File: config.mk
export PLATFORM = sky130hd
export DESIGN_NAME = postfix_expression_evaluator
export DESIGN_NICKNAME = d
export VERILOG_FILES = /design/src/hdl/pfe_pkg.sv /design/src/hdl/postfix_expression_evaluator.sv /design/src/hdl/pfe_alu.sv
export SDC_FILE = /design/constraint.sdc
export NUM_CORES = 2
export LEC_CHECK = 0
export ABC_AREA = 1
export BUFFER_PORTS_ARGS = -buffer_cell sky130_fd_sc_hd__clkbuf_2
export CAP_MARGIN = 25
export CORE_ASPECT_RATIO = 0.9
export CORE_UTILIZATION = 35
export DETAILED_ROUTE_END_ITERATION = 16
export PLACE_DENSITY = 0.57
export SLEW_MARGIN = 10
export SYNTH_ARGS = -nofsm -noshare
export SYNTH_HDL_FRONTEND = slang
export SYNTH_SLANG_ARGS = --single-unit
File: constraint.sdc
create_clock -name clk_i -period 7.9 [get_ports clk_i]
set_input_delay 0.395 -clock clk_i [delete_from_list [all_inputs] [get_ports clk_i]]
set_output_delay 0.395 -clock clk_i [all_outputs]
set_load 0.05 [all_outputs]
File: src/hdl/pfe_pkg.sv
`timescale 1ns / 1ps
// ----------------------------------------------------------------------------
// pfe_pkg: shared types and constants for the postfix expression evaluator
// Character codes, status codes, state enums and the ALU request/response.
// ----------------------------------------------------------------------------
package pfe_pkg;

  localparam int unsigned STACK_DEPTH_DEF = 64;
  localparam int unsigned DATA_W          = 32;

  localparam logic [7:0] CH_NUL   = 8'h00;
  localparam logic [7:0] CH_ZERO  = 8'h30;  // '0'
  localparam logic [7:0] CH_NINE  = 8'h39;  // '9'
  localparam logic [7:0] CH_PLUS  = 8'h2B;  // '+'
  localparam logic [7:0] CH_MINUS = 8'h2D;  // '-'
  localparam logic [7:0] CH_STAR  = 8'h2A;  // '*'
  localparam logic [7:0] CH_SLASH = 8'h2F;  // '/'
  localparam logic [7:0] CH_CARET = 8'h5E;  // '^'

  typedef enum logic [1:0] {
    STAT_OK        = 2'd0,
    STAT_OVERFLOW  = 2'd1,
    STAT_UNDERFLOW = 2'd2,
    STAT_DIVZERO   = 2'd3
  } pfe_status_e;

  typedef enum logic [1:0] {
    ALU_OP_MUL = 2'd0,
    ALU_OP_DIV = 2'd1,
    ALU_OP_POW = 2'd2
  } pfe_alu_op_e;

  typedef enum logic [3:0] {
    S_IDLE,
    S_PUSH,
    S_DECODE,
    S_READ_A,
    S_READ_B,
    S_EXEC,
    S_WAIT_ALU,
    S_EMIT
  } pfe_state_e;

  typedef enum logic [2:0] {
    ALU_IDLE,
    ALU_MUL,
    ALU_DIV,
    ALU_DFIX,
    ALU_POW_MUL,
    ALU_POW_SQR,
    ALU_DONE
  } pfe_alu_state_e;

  typedef struct packed {
    logic        start;
    pfe_alu_op_e op;
  } pfe_alu_req_t;

  typedef struct packed {
    logic              done;
    logic [DATA_W-1:0] result;
  } pfe_alu_rsp_t;

endpackage

File: src/hdl/postfix_expression_evaluator.sv
`timescale 1ns / 1ps
// ----------------------------------------------------------------------------
// postfix_expression_evaluator: byte-serial RPN integer evaluator
// Sequence: digits, and bytes skipped after an error, are taken in IDLE;
// others pass PUSH and DECODE, NUL results and errors wait in EMIT for the
// output; / runs 32 divider steps, ^ a multiply and a square per exponent bit.
// One byte at a time: the input is not ready while the sequencer is busy.
// Reset clears the stack depth, the number accumulator and the error state.
// ----------------------------------------------------------------------------
module postfix_expression_evaluator import pfe_pkg::*; #(
  parameter int unsigned STACK_DEPTH = STACK_DEPTH_DEF
) (
  input  logic              clk_i,
  input  logic              rst_ni,
  input  logic              s_axis_tvalid,
  output logic              s_axis_tready,
  input  logic [7:0]        s_axis_tdata,   // [7:0] character
  output logic              m_axis_tvalid,
  input  logic              m_axis_tready,
  output logic [DATA_W-1:0] m_axis_tdata,   // [31:0] value
  output logic [1:0]        m_axis_tuser    // [1:0] status
);

  localparam int unsigned IdxW = $clog2(STACK_DEPTH);
  localparam int unsigned DepW = $clog2(STACK_DEPTH + 1);

  pfe_state_e        state_q, state_d;
  logic [7:0]        ch_q, ch_d;
  logic [DATA_W-1:0] acc_q, acc_d;
  logic              in_num_q, in_num_d;
  logic              disc_q, disc_d;
  logic [DepW-1:0]   depth_q, depth_d;
  logic [DATA_W-1:0] a_q, a_d;
  logic [DATA_W-1:0] b_q, b_d;
  logic [DATA_W-1:0] res_val_q, res_val_d;
  pfe_status_e       res_st_q, res_st_d;
  logic              out_valid_q, out_valid_d;
  logic [DATA_W-1:0] out_value_q, out_value_d;
  pfe_status_e       out_status_q, out_status_d;

  logic [DATA_W-1:0] mem [STACK_DEPTH];
  logic [DATA_W-1:0] rdata_q;
  logic              mem_we, mem_re;
  logic [IdxW-1:0]   mem_waddr, mem_raddr;
  logic [DATA_W-1:0] mem_wdata;

  pfe_alu_req_t      alu_req;
  pfe_alu_rsp_t      alu_rsp;
  pfe_alu_op_e       alu_op;

  logic              in_xfer, in_digit, is_nul, is_op, out_free;
  logic [DepW-1:0]   depth_m1, depth_m2;
  logic [7:0]        digit;

  assign in_xfer  = s_axis_tvalid & s_axis_tready;
  assign in_digit = (s_axis_tdata >= CH_ZERO) && (s_axis_tdata <= CH_NINE);
  assign digit    = s_axis_tdata - CH_ZERO;
  assign is_nul   = (ch_q == CH_NUL);
  assign is_op    = (ch_q == CH_PLUS) || (ch_q == CH_MINUS) || (ch_q == CH_STAR) ||
                    (ch_q == CH_SLASH) || (ch_q == CH_CARET);
  assign out_free = ~out_valid_q | m_axis_tready;
  assign depth_m1 = depth_q - DepW'(1);
  assign depth_m2 = depth_q - DepW'(2);

  always_comb begin
    priority if (ch_q == CH_STAR) begin
      alu_op = ALU_OP_MUL;
    end else if (ch_q == CH_SLASH) begin
      alu_op = ALU_OP_DIV;
    end else begin
      alu_op = ALU_OP_POW;
    end
  end

  // next state
  always_comb begin
    state_d = state_q;
    unique case (state_q)
      S_IDLE: begin
        if (in_xfer && !disc_q && !in_digit) state_d = S_PUSH;
      end
      S_PUSH: begin
        if (in_num_q && depth_q >= DepW'(STACK_DEPTH)) begin
          state_d = S_EMIT;
        end else begin
          state_d = S_DECODE;
        end
      end
      S_DECODE: begin
        priority if (is_nul) begin
          state_d = (depth_q == '0) ? S_EMIT : S_READ_A;
        end else if (is_op) begin
          state_d = (depth_q < DepW'(2)) ? S_EMIT : S_READ_A;
        end else begin
          state_d = S_IDLE;
        end
      end
      S_READ_A: state_d = is_nul ? S_EMIT : S_READ_B;
      S_READ_B: begin
        state_d = (ch_q == CH_SLASH && a_q == '0) ? S_EMIT : S_EXEC;
      end
      S_EXEC: begin
        state_d = (ch_q == CH_PLUS || ch_q == CH_MINUS) ? S_IDLE : S_WAIT_ALU;
      end
      S_WAIT_ALU: if (alu_rsp.done) state_d = S_IDLE;
      S_EMIT:     if (out_free) state_d = S_IDLE;
      default:    state_d = S_IDLE;
    endcase
  end

  // datapath and control
  always_comb begin
    ch_d         = ch_q;
    acc_d        = acc_q;
    in_num_d     = in_num_q;
    disc_d       = disc_q;
    depth_d      = depth_q;
    a_d          = a_q;
    b_d          = b_q;
    res_val_d    = res_val_q;
    res_st_d     = res_st_q;
    out_valid_d  = out_valid_q & ~m_axis_tready;
    out_value_d  = out_value_q;
    out_status_d = out_status_q;
    mem_we       = 1'b0;
    mem_waddr    = depth_q[IdxW-1:0];
    mem_wdata    = acc_q;
    mem_re       = 1'b0;
    mem_raddr    = depth_m1[IdxW-1:0];
    alu_req      = '{start: 1'b0, op: alu_op};
    s_axis_tready = 1'b0;

    unique case (state_q)
      S_IDLE: begin
        s_axis_tready = 1'b1;
        if (in_xfer) begin
          ch_d = s_axis_tdata;
          if (disc_q) begin
            if (s_axis_tdata == CH_NUL) disc_d = 1'b0;
          end else if (in_digit) begin
            acc_d    = {acc_q[DATA_W-4:0], 3'b000} + {acc_q[DATA_W-2:0], 1'b0} +
                       DATA_W'(digit[3:0]);
            in_num_d = 1'b1;
          end
        end
      end
      S_PUSH: begin
        if (in_num_q) begin
          if (depth_q >= DepW'(STACK_DEPTH)) begin
            depth_d   = '0;
            acc_d     = '0;
            in_num_d  = 1'b0;
            disc_d    = ~is_nul;
            res_val_d = '0;
            res_st_d  = STAT_OVERFLOW;
          end else begin
            mem_we   = 1'b1;
            depth_d  = depth_q + DepW'(1);
            acc_d    = '0;
            in_num_d = 1'b0;
          end
        end
      end
      S_DECODE: begin
        if (is_nul || is_op) begin
          if (depth_q == '0 || (is_op && depth_q < DepW'(2))) begin
            depth_d   = '0;
            disc_d    = ~is_nul;
            res_val_d = '0;
            res_st_d  = STAT_UNDERFLOW;
          end else begin
            mem_re = 1'b1;
          end
        end
      end
      S_READ_A: begin
        a_d = rdata_q;
        if (is_nul) begin
          res_val_d = rdata_q;
          res_st_d  = STAT_OK;
          depth_d   = '0;
        end else begin
          mem_re    = 1'b1;
          mem_raddr = depth_m2[IdxW-1:0];
        end
      end
      S_READ_B: begin
        b_d = rdata_q;
        if (ch_q == CH_SLASH && a_q == '0) begin
          depth_d   = '0;
          disc_d    = 1'b1;
          res_val_d = '0;
          res_st_d  = STAT_DIVZERO;
        end
      end
      S_EXEC: begin
        if (ch_q == CH_PLUS || ch_q == CH_MINUS) begin
          mem_we    = 1'b1;
          mem_waddr = depth_m2[IdxW-1:0];
          mem_wdata = (ch_q == CH_PLUS) ? (b_q + a_q) : (b_q - a_q);
          depth_d   = depth_m1;
        end else begin
          alu_req.start = 1'b1;
        end
      end
      S_WAIT_ALU: begin
        if (alu_rsp.done) begin
          mem_we    = 1'b1;
          mem_waddr = depth_m2[IdxW-1:0];
          mem_wdata = alu_rsp.result;
          depth_d   = depth_m1;
        end
      end
      S_EMIT: begin
        if (out_free) begin
          out_valid_d  = 1'b1;
          out_value_d  = res_val_q;
          out_status_d = res_st_q;
        end
      end
      default: ;
    endcase
  end

  pfe_alu u_pfe_alu (
    .clk_i  (clk_i),
    .rst_ni (rst_ni),
    .req_i  (alu_req),
    .a_i    (a_q),
    .b_i    (b_q),
    .rsp_o  (alu_rsp)
  );

  // operand stack
  always_ff @(posedge clk_i) begin
    if (mem_we) mem[mem_waddr] <= mem_wdata;
  end

  always_ff @(posedge clk_i) begin
    if (mem_re) rdata_q <= mem[mem_raddr];
  end

  always_ff @(posedge clk_i or negedge rst_ni) begin
    if (!rst_ni) begin
      state_q     <= S_IDLE;
      acc_q       <= '0;
      in_num_q    <= 1'b0;
      disc_q      <= 1'b0;
      depth_q     <= '0;
      out_valid_q <= 1'b0;
    end else begin
      state_q     <= state_d;
      acc_q       <= acc_d;
      in_num_q    <= in_num_d;
      disc_q      <= disc_d;
      depth_q     <= depth_d;
      out_valid_q <= out_valid_d;
    end
  end

  always_ff @(posedge clk_i) begin
    ch_q         <= ch_d;
    a_q          <= a_d;
    b_q          <= b_d;
    res_val_q    <= res_val_d;
    res_st_q     <= res_st_d;
    out_value_q  <= out_value_d;
    out_status_q <= out_status_d;
  end

  assign m_axis_tvalid = out_valid_q;
  assign m_axis_tdata  = out_value_q;
  assign m_axis_tuser  = out_status_q;

endmodule

File: src/hdl/pfe_alu.sv
`timescale 1ns / 1ps
// ----------------------------------------------------------------------------
// pfe_alu: iterative multiply / divide / power unit
// One 32x32 low-half multiplier shared by multiply and power, and a
// restoring divider stepping one quotient bit per cycle.
// ----------------------------------------------------------------------------
module pfe_alu import pfe_pkg::*; (
  input  logic              clk_i,
  input  logic              rst_ni,
  input  pfe_alu_req_t      req_i,
  input  logic [DATA_W-1:0] a_i,    // top operand: multiplier, divisor, exponent
  input  logic [DATA_W-1:0] b_i,    // second operand: multiplicand, dividend, base
  output pfe_alu_rsp_t      rsp_o
);

  localparam int unsigned CntW = $clog2(DATA_W);

  pfe_alu_state_e    state_q, state_d;
  logic [DATA_W-1:0] x_q, x_d;
  logic [DATA_W-1:0] y_q, y_d;
  logic [DATA_W-1:0] r_q, r_d;
  logic [DATA_W-1:0] rem_q, rem_d;
  logic [CntW-1:0]   cnt_q, cnt_d;
  logic              neg_q, neg_d;

  logic [DATA_W-1:0] mul_a, mul_b, mul_lo;
  logic [DATA_W:0]   rem_sh;
  logic [DATA_W+1:0] diff;
  logic              ge;

  always_comb begin
    unique case (state_q)
      ALU_POW_MUL: begin
        mul_a = r_q;
        mul_b = x_q;
      end
      ALU_POW_SQR: begin
        mul_a = x_q;
        mul_b = x_q;
      end
      default: begin
        mul_a = x_q;
        mul_b = y_q;
      end
    endcase
  end

  assign mul_lo = mul_a * mul_b;

  // restoring step: quotient bits shift into x_q as dividend bits leave it
  assign rem_sh = {rem_q, x_q[DATA_W-1]};
  assign diff   = {1'b0, rem_sh} - {2'b00, y_q};
  assign ge     = ~diff[DATA_W+1];

  // next state
  always_comb begin
    state_d = state_q;
    unique case (state_q)
      ALU_IDLE: begin
        if (req_i.start) begin
          priority case (req_i.op)
            ALU_OP_MUL: state_d = ALU_MUL;
            ALU_OP_DIV: state_d = ALU_DIV;
            ALU_OP_POW: state_d = a_i[DATA_W-1] ? ALU_DONE : ALU_POW_MUL;
            default:    state_d = ALU_IDLE;
          endcase
        end
      end
      ALU_MUL:     state_d = ALU_DONE;
      ALU_DIV:     if (cnt_q == CntW'(DATA_W - 1)) state_d = ALU_DFIX;
      ALU_DFIX:    state_d = ALU_DONE;
      ALU_POW_MUL: state_d = (y_q == '0) ? ALU_DONE : ALU_POW_SQR;
      ALU_POW_SQR: state_d = ALU_POW_MUL;
      ALU_DONE:    state_d = ALU_IDLE;
      default:     state_d = ALU_IDLE;
    endcase
  end

  // datapath
  always_comb begin
    x_d   = x_q;
    y_d   = y_q;
    r_d   = r_q;
    rem_d = rem_q;
    cnt_d = cnt_q;
    neg_d = neg_q;
    unique case (state_q)
      ALU_IDLE: begin
        if (req_i.start) begin
          priority case (req_i.op)
            ALU_OP_MUL: begin
              x_d = b_i;
              y_d = a_i;
            end
            ALU_OP_DIV: begin
              x_d   = b_i[DATA_W-1] ? (~b_i + 1'b1) : b_i;
              y_d   = a_i[DATA_W-1] ? (~a_i + 1'b1) : a_i;
              neg_d = b_i[DATA_W-1] ^ a_i[DATA_W-1];
              rem_d = '0;
              cnt_d = '0;
            end
            ALU_OP_POW: begin
              x_d = b_i;
              y_d = a_i;
              if (a_i[DATA_W-1]) begin
                // negative exponent: only bases of one and minus one survive
                if (b_i == DATA_W'(1)) begin
                  r_d = DATA_W'(1);
                end else if (b_i == '1) begin
                  r_d = a_i[0] ? '1 : DATA_W'(1);
                end else begin
                  r_d = '0;
                end
              end else begin
                r_d = DATA_W'(1);
              end
            end
            default: ;
          endcase
        end
      end
      ALU_MUL: r_d = mul_lo;
      ALU_DIV: begin
        rem_d = ge ? diff[DATA_W-1:0] : rem_sh[DATA_W-1:0];
        x_d   = {x_q[DATA_W-2:0], ge};
        cnt_d = cnt_q + 1'b1;
      end
      ALU_DFIX: r_d = neg_q ? (~x_q + 1'b1) : x_q;
      ALU_POW_MUL: begin
        if (y_q != '0 && y_q[0]) r_d = mul_lo;
      end
      ALU_POW_SQR: begin
        x_d = mul_lo;
        y_d = {1'b0, y_q[DATA_W-1:1]};
      end
      ALU_DONE: ;
      default: ;
    endcase
  end

  assign rsp_o.done   = (state_q == ALU_DONE);
  assign rsp_o.result = r_q;

  always_ff @(posedge clk_i or negedge rst_ni) begin
    if (!rst_ni) begin
      state_q <= ALU_IDLE;
      cnt_q   <= '0;
    end else begin
      state_q <= state_d;
      cnt_q   <= cnt_d;
    end
  end

  always_ff @(posedge clk_i) begin
    x_q   <= x_d;
    y_q   <= y_d;
    r_q   <= r_d;
    rem_q <= rem_d;
    neg_q <= neg_d;
  end

endmodule

==> key figures <==
Synth
  • Synth Net Count: approximately 11000
  • Count of state elements after synthesis: 2402
  • Syn_area_per_cell: 11.14 µm²
  • Cells after synthesis: approximately 11000
  • Count of different cell masters after synthesis: 64
  • EDFF count, synth: roughly 2300
  • Synth Cell Area: 0.1197 mm²
  • Synth warn: 0
  • Seq/Total Area, Yosys: 60.03%
  • Fraction of registers with async set/reset: ~2.2%
  • Ys flop type: edfxtp_1

Global routing
  • Largest net degree at the start of global routing: approximately 180
  • Number of global-route vias before repair: 83540
  • All-Layer GR Usage: between 20% and 30%
  • Initial antenna violation count: 30
  • Global-route wire length before repair: between 500 and 600 mm
  • Total global routing overflow: 0

Power
  • Part of the power in registers: between 50% and 60%
  • Static leakage: 0.05286 µW
  • Max rail drop VDD: between 0.00015 and 0.0002 V
  • Power share of the combinational group: 0.1%
  • Switching share of total power: between 10% and 20%
  • P per Cell Area: between 150 and 200 mW/mm²
  • Int Power: between 20000 and 25000 µW
  • NetSw: slightly below 5000 µW
  • Clock power share: between 40% and 50%
  • Tot Pwr: approximately 25000 µW

Clocking
  • CTS tree: built
  • Num CTS Buffers: ~240
  • # H-tree levels: 4
  • Clock Sinks: around 2400
  • Clk buf depth: 4
  • Worst-Skew Late Latency: about 0.9 ns
  • CTS root buffer: clkbuf_16
  • CTS clk-pin slew, worst paths: 0.07 ns

STA
  • Setup repair after global routing missed its margin: yes
  • Max Freq: between 100 and 150 MHz
  • Post-layout min period: 7.758 ns
  • Ratio of final minimum period to clock period: a little over nine tenths
  • Slew of the pin with the lowest slew margin: roughly 1.1 ns
  • Final worst slack: around 0.14 ns
  • Rel. slew slack: between 20% and 30%
  • Fin Hold WS: between 0.05 and 0.06 ns
  • Final setup fails: 0
  • Slew Viols, Final: 0
  • Fin Clk Skew: around 0.09 ns
  • Number of failing hold endpoints at the final stage: 0

Setup path
  • Worst path max stage delay: approximately 0.56 ns
  • Endpoint of the worst register-to-register path: u_pfe_alu.r_q[29]
  • Critical Path RT: about 8.4 ns
  • Worst EP arrival: 8.30 ns
  • R2R cell count: 28
  • Critical R2R Launch: u_pfe_alu.state_q[1]
  • Slowest cell on the critical path: fa_1
  • Crit path capture type: register
  • Worst path most repeated cell: fa_1
  • R2r setup slk: 0.14 ns
  • Worst-path fanout max: 7
  • CP Launch Type: register
  • Crit path kind: register to register

Place
  • Placed Area: 0.1282 mm²
  • Gpl congestion: roughly 1
  • Dpl ws: -0.1384 ns
  • Buffers on Ports: between 40 and 50
  • DP Wirelength: 266.8 mm

Floorplan
  • FP Rows: 203
  • Area of the core: between 0.3 and 0.4 mm²
  • IO Count: between 40 and 50
  • Die area: roughly 0.34 mm²
  • Height of the die: 556.8 µm
  • Die span in x: ~620 µm
  • Initial Util: 35.20%

Detailed routing
  • WL per Instance: around 26 µm
  • Post-Route WL: roughly 410 mm
  • Vias per inst: 5.511
  • Residual DRC: 0
  • Post-route ant nets: 0
  • Vias: roughly 86000
  • TritonRoute pass-1 iters: 6
  • Initial DRC Count: between 9000 and 10000

Worst hold path
  • Worst Hold Class: primary input to async pin

Cells and area
  • Design Area, Final: around 0.14 mm²
  • Layout Utilization: between 40% and 50%
  • Share of layout cells above drive strength 1: 10.69%
  • Fin nets: 11636
  • Area grow syn2layout: 14.51%

Outcome
  • Run status: finished, final reports clean

Flow run
  • Max_cap viols: 0
per-layer routing:
layer  vias to the layer above  routed length [µm]  GRT usage, %
met5                         -                  44             0
met4                         6               16720         8.495
met3                       671               33720         3.816
met2                      3790              185900         36.82
met1                     43368              172000         32.09
li1                      38480                   -             -
cell families after synthesis:
logic type	after synthesis	synth area share, %
flops	2402	60.03
xor+xnor	101	0.7609
buf+inv	1564	4.982
compound gates	2723	13.34
simple gates	3289	11.31
fa+ha+maj	669	9.575
metrics by stage:
stage / cells / TNS [ns]
after floorplan: 10748 / 0
after global placement: 15165 / -0.1477
after detailed placement: 15172 / -0.5292
after CTS: 15617 / 0
after global routing: 15657 / -0.1576
final: 15662 / 0
cells in the mapped netlist (all sizes together) (17+ instances only):
master / instances / share of area, %
nor3: 66 / 0.31
nor2: 1340 / 4.2
or2: 61 / 0.32
clkbuf: 484 / 1.5
fa: 412 / 6.9
a22oi: 22 / 0.14
edfxtp: 2349 / 59
o21ai: 1460 / 6.2
a31oi: 17 / 0.089
dfrtp: 53 / 1.1
o22ai: 275 / 1.4
o211ai: 332 / 2.1
nand3: 513 / 2.1
nor4: 29 / 0.15
xnor2: 34 / 0.25
o221ai: 70 / 0.51
a221oi: 24 / 0.18
xor2: 67 / 0.51
ha: 257 / 2.7
a21oi: 268 / 1.1
nand2: 1219 / 3.8
o21bai: 196 / 1.2
buf: 96 / 0.38
inv: 973 / 3.1
nand4: 38 / 0.20
nand3b: 17 / 0.11
sequential cells by signal, summed over array words and instances, names as in the netlist, 5 cells and up:
signal / cells
a_q: 32
rdata_q: 32
u_pfe_alu.y_q: 32
b_q: 32
depth_q: 7
ch_q: 8
res_val_q: 32
u_pfe_alu.x_q: 32
acc_q: 32
m_axis_tdata: 32
u_pfe_alu.cnt_q: 5
mem: 2048
u_pfe_alu.rem_q: 32
u_pfe_alu.r_q: 32
cell usage in the layout (no fill, tap or decap), types with 248 or more instances in the layout:
master and instances:
fa_1 404, nand3_1 508, ha_1 248, o21ai_0 1378, o211ai_1 332, o22ai_1 275, inv_1 937, nor2_1 1256
a21oi_1 250, edfxtp_1 2349, nand2_1 1203, buf_4 419
repair_timing:
item,CTS,global route
endpoints found under the hold margin,30,0
pin swaps,0,34
hold buffers,11,0
setup endpoints to repair,11,29
setup buffers,0,34
cloned,0,5
gates resized for setup,6,117
cell type report:
cell class                      count  area [µm²]
Antenna cell                        6       15.01
Clock buffer                      280        6230
Clock inverter                    154        1657
Fill cell                       32058      203000
Inverter                          984        3757
Multi-Input combinational cell   6782       43170
Sequential cell                  2402       71870
Tap cell                         4510        5643
Timing Repair Buffer              542        4733
Timing Repair inverter              2       15.01
worst max path at each step:
stage                          from                 to  slack (ns)  cells after the start
2_1_floorplan  u_pfe_alu.state_q[1]  u_pfe_alu.x_q[24]        0.32                     29
3_3_place_gp   u_pfe_alu.state_q[1]  u_pfe_alu.r_q[28]       -0.06                     30
3_5_place_dp   u_pfe_alu.state_q[1]  u_pfe_alu.r_q[28]       -0.14                     30
4_1_cts        u_pfe_alu.state_q[1]  u_pfe_alu.r_q[29]        0.04                     30
5_1_grt        u_pfe_alu.state_q[1]  u_pfe_alu.r_q[29]       -0.08                     33
6_report       u_pfe_alu.state_q[1]  u_pfe_alu.r_q[29]        0.14                     28
critical path, delay by kind of cell (launching register included):
family	cells	cell delay, ns
flops	1	0.45
xor+xnor	1	0.20
simple gates	10	1.26
compound gates	2	0.27
fa+ha+maj	9	4.42
buf+inv	6	0.84
power by group through the flow:
stage | logic [µW] | registers, µW | clock network, µW
4_1_cts | 29.2 | 13800 | 11700
5_1_grt | 32.0 | 13800 | 12200
3_5_place_dp | 22.6 | 14000 | 0
6_report | 28.8 | 13800 | 11600
2_1_floorplan | 7.17 | 14000 | 0
3_3_place_gp | 22.2 | 14000 | 0
No activity file was read; power rests on OpenSTA's default activity.
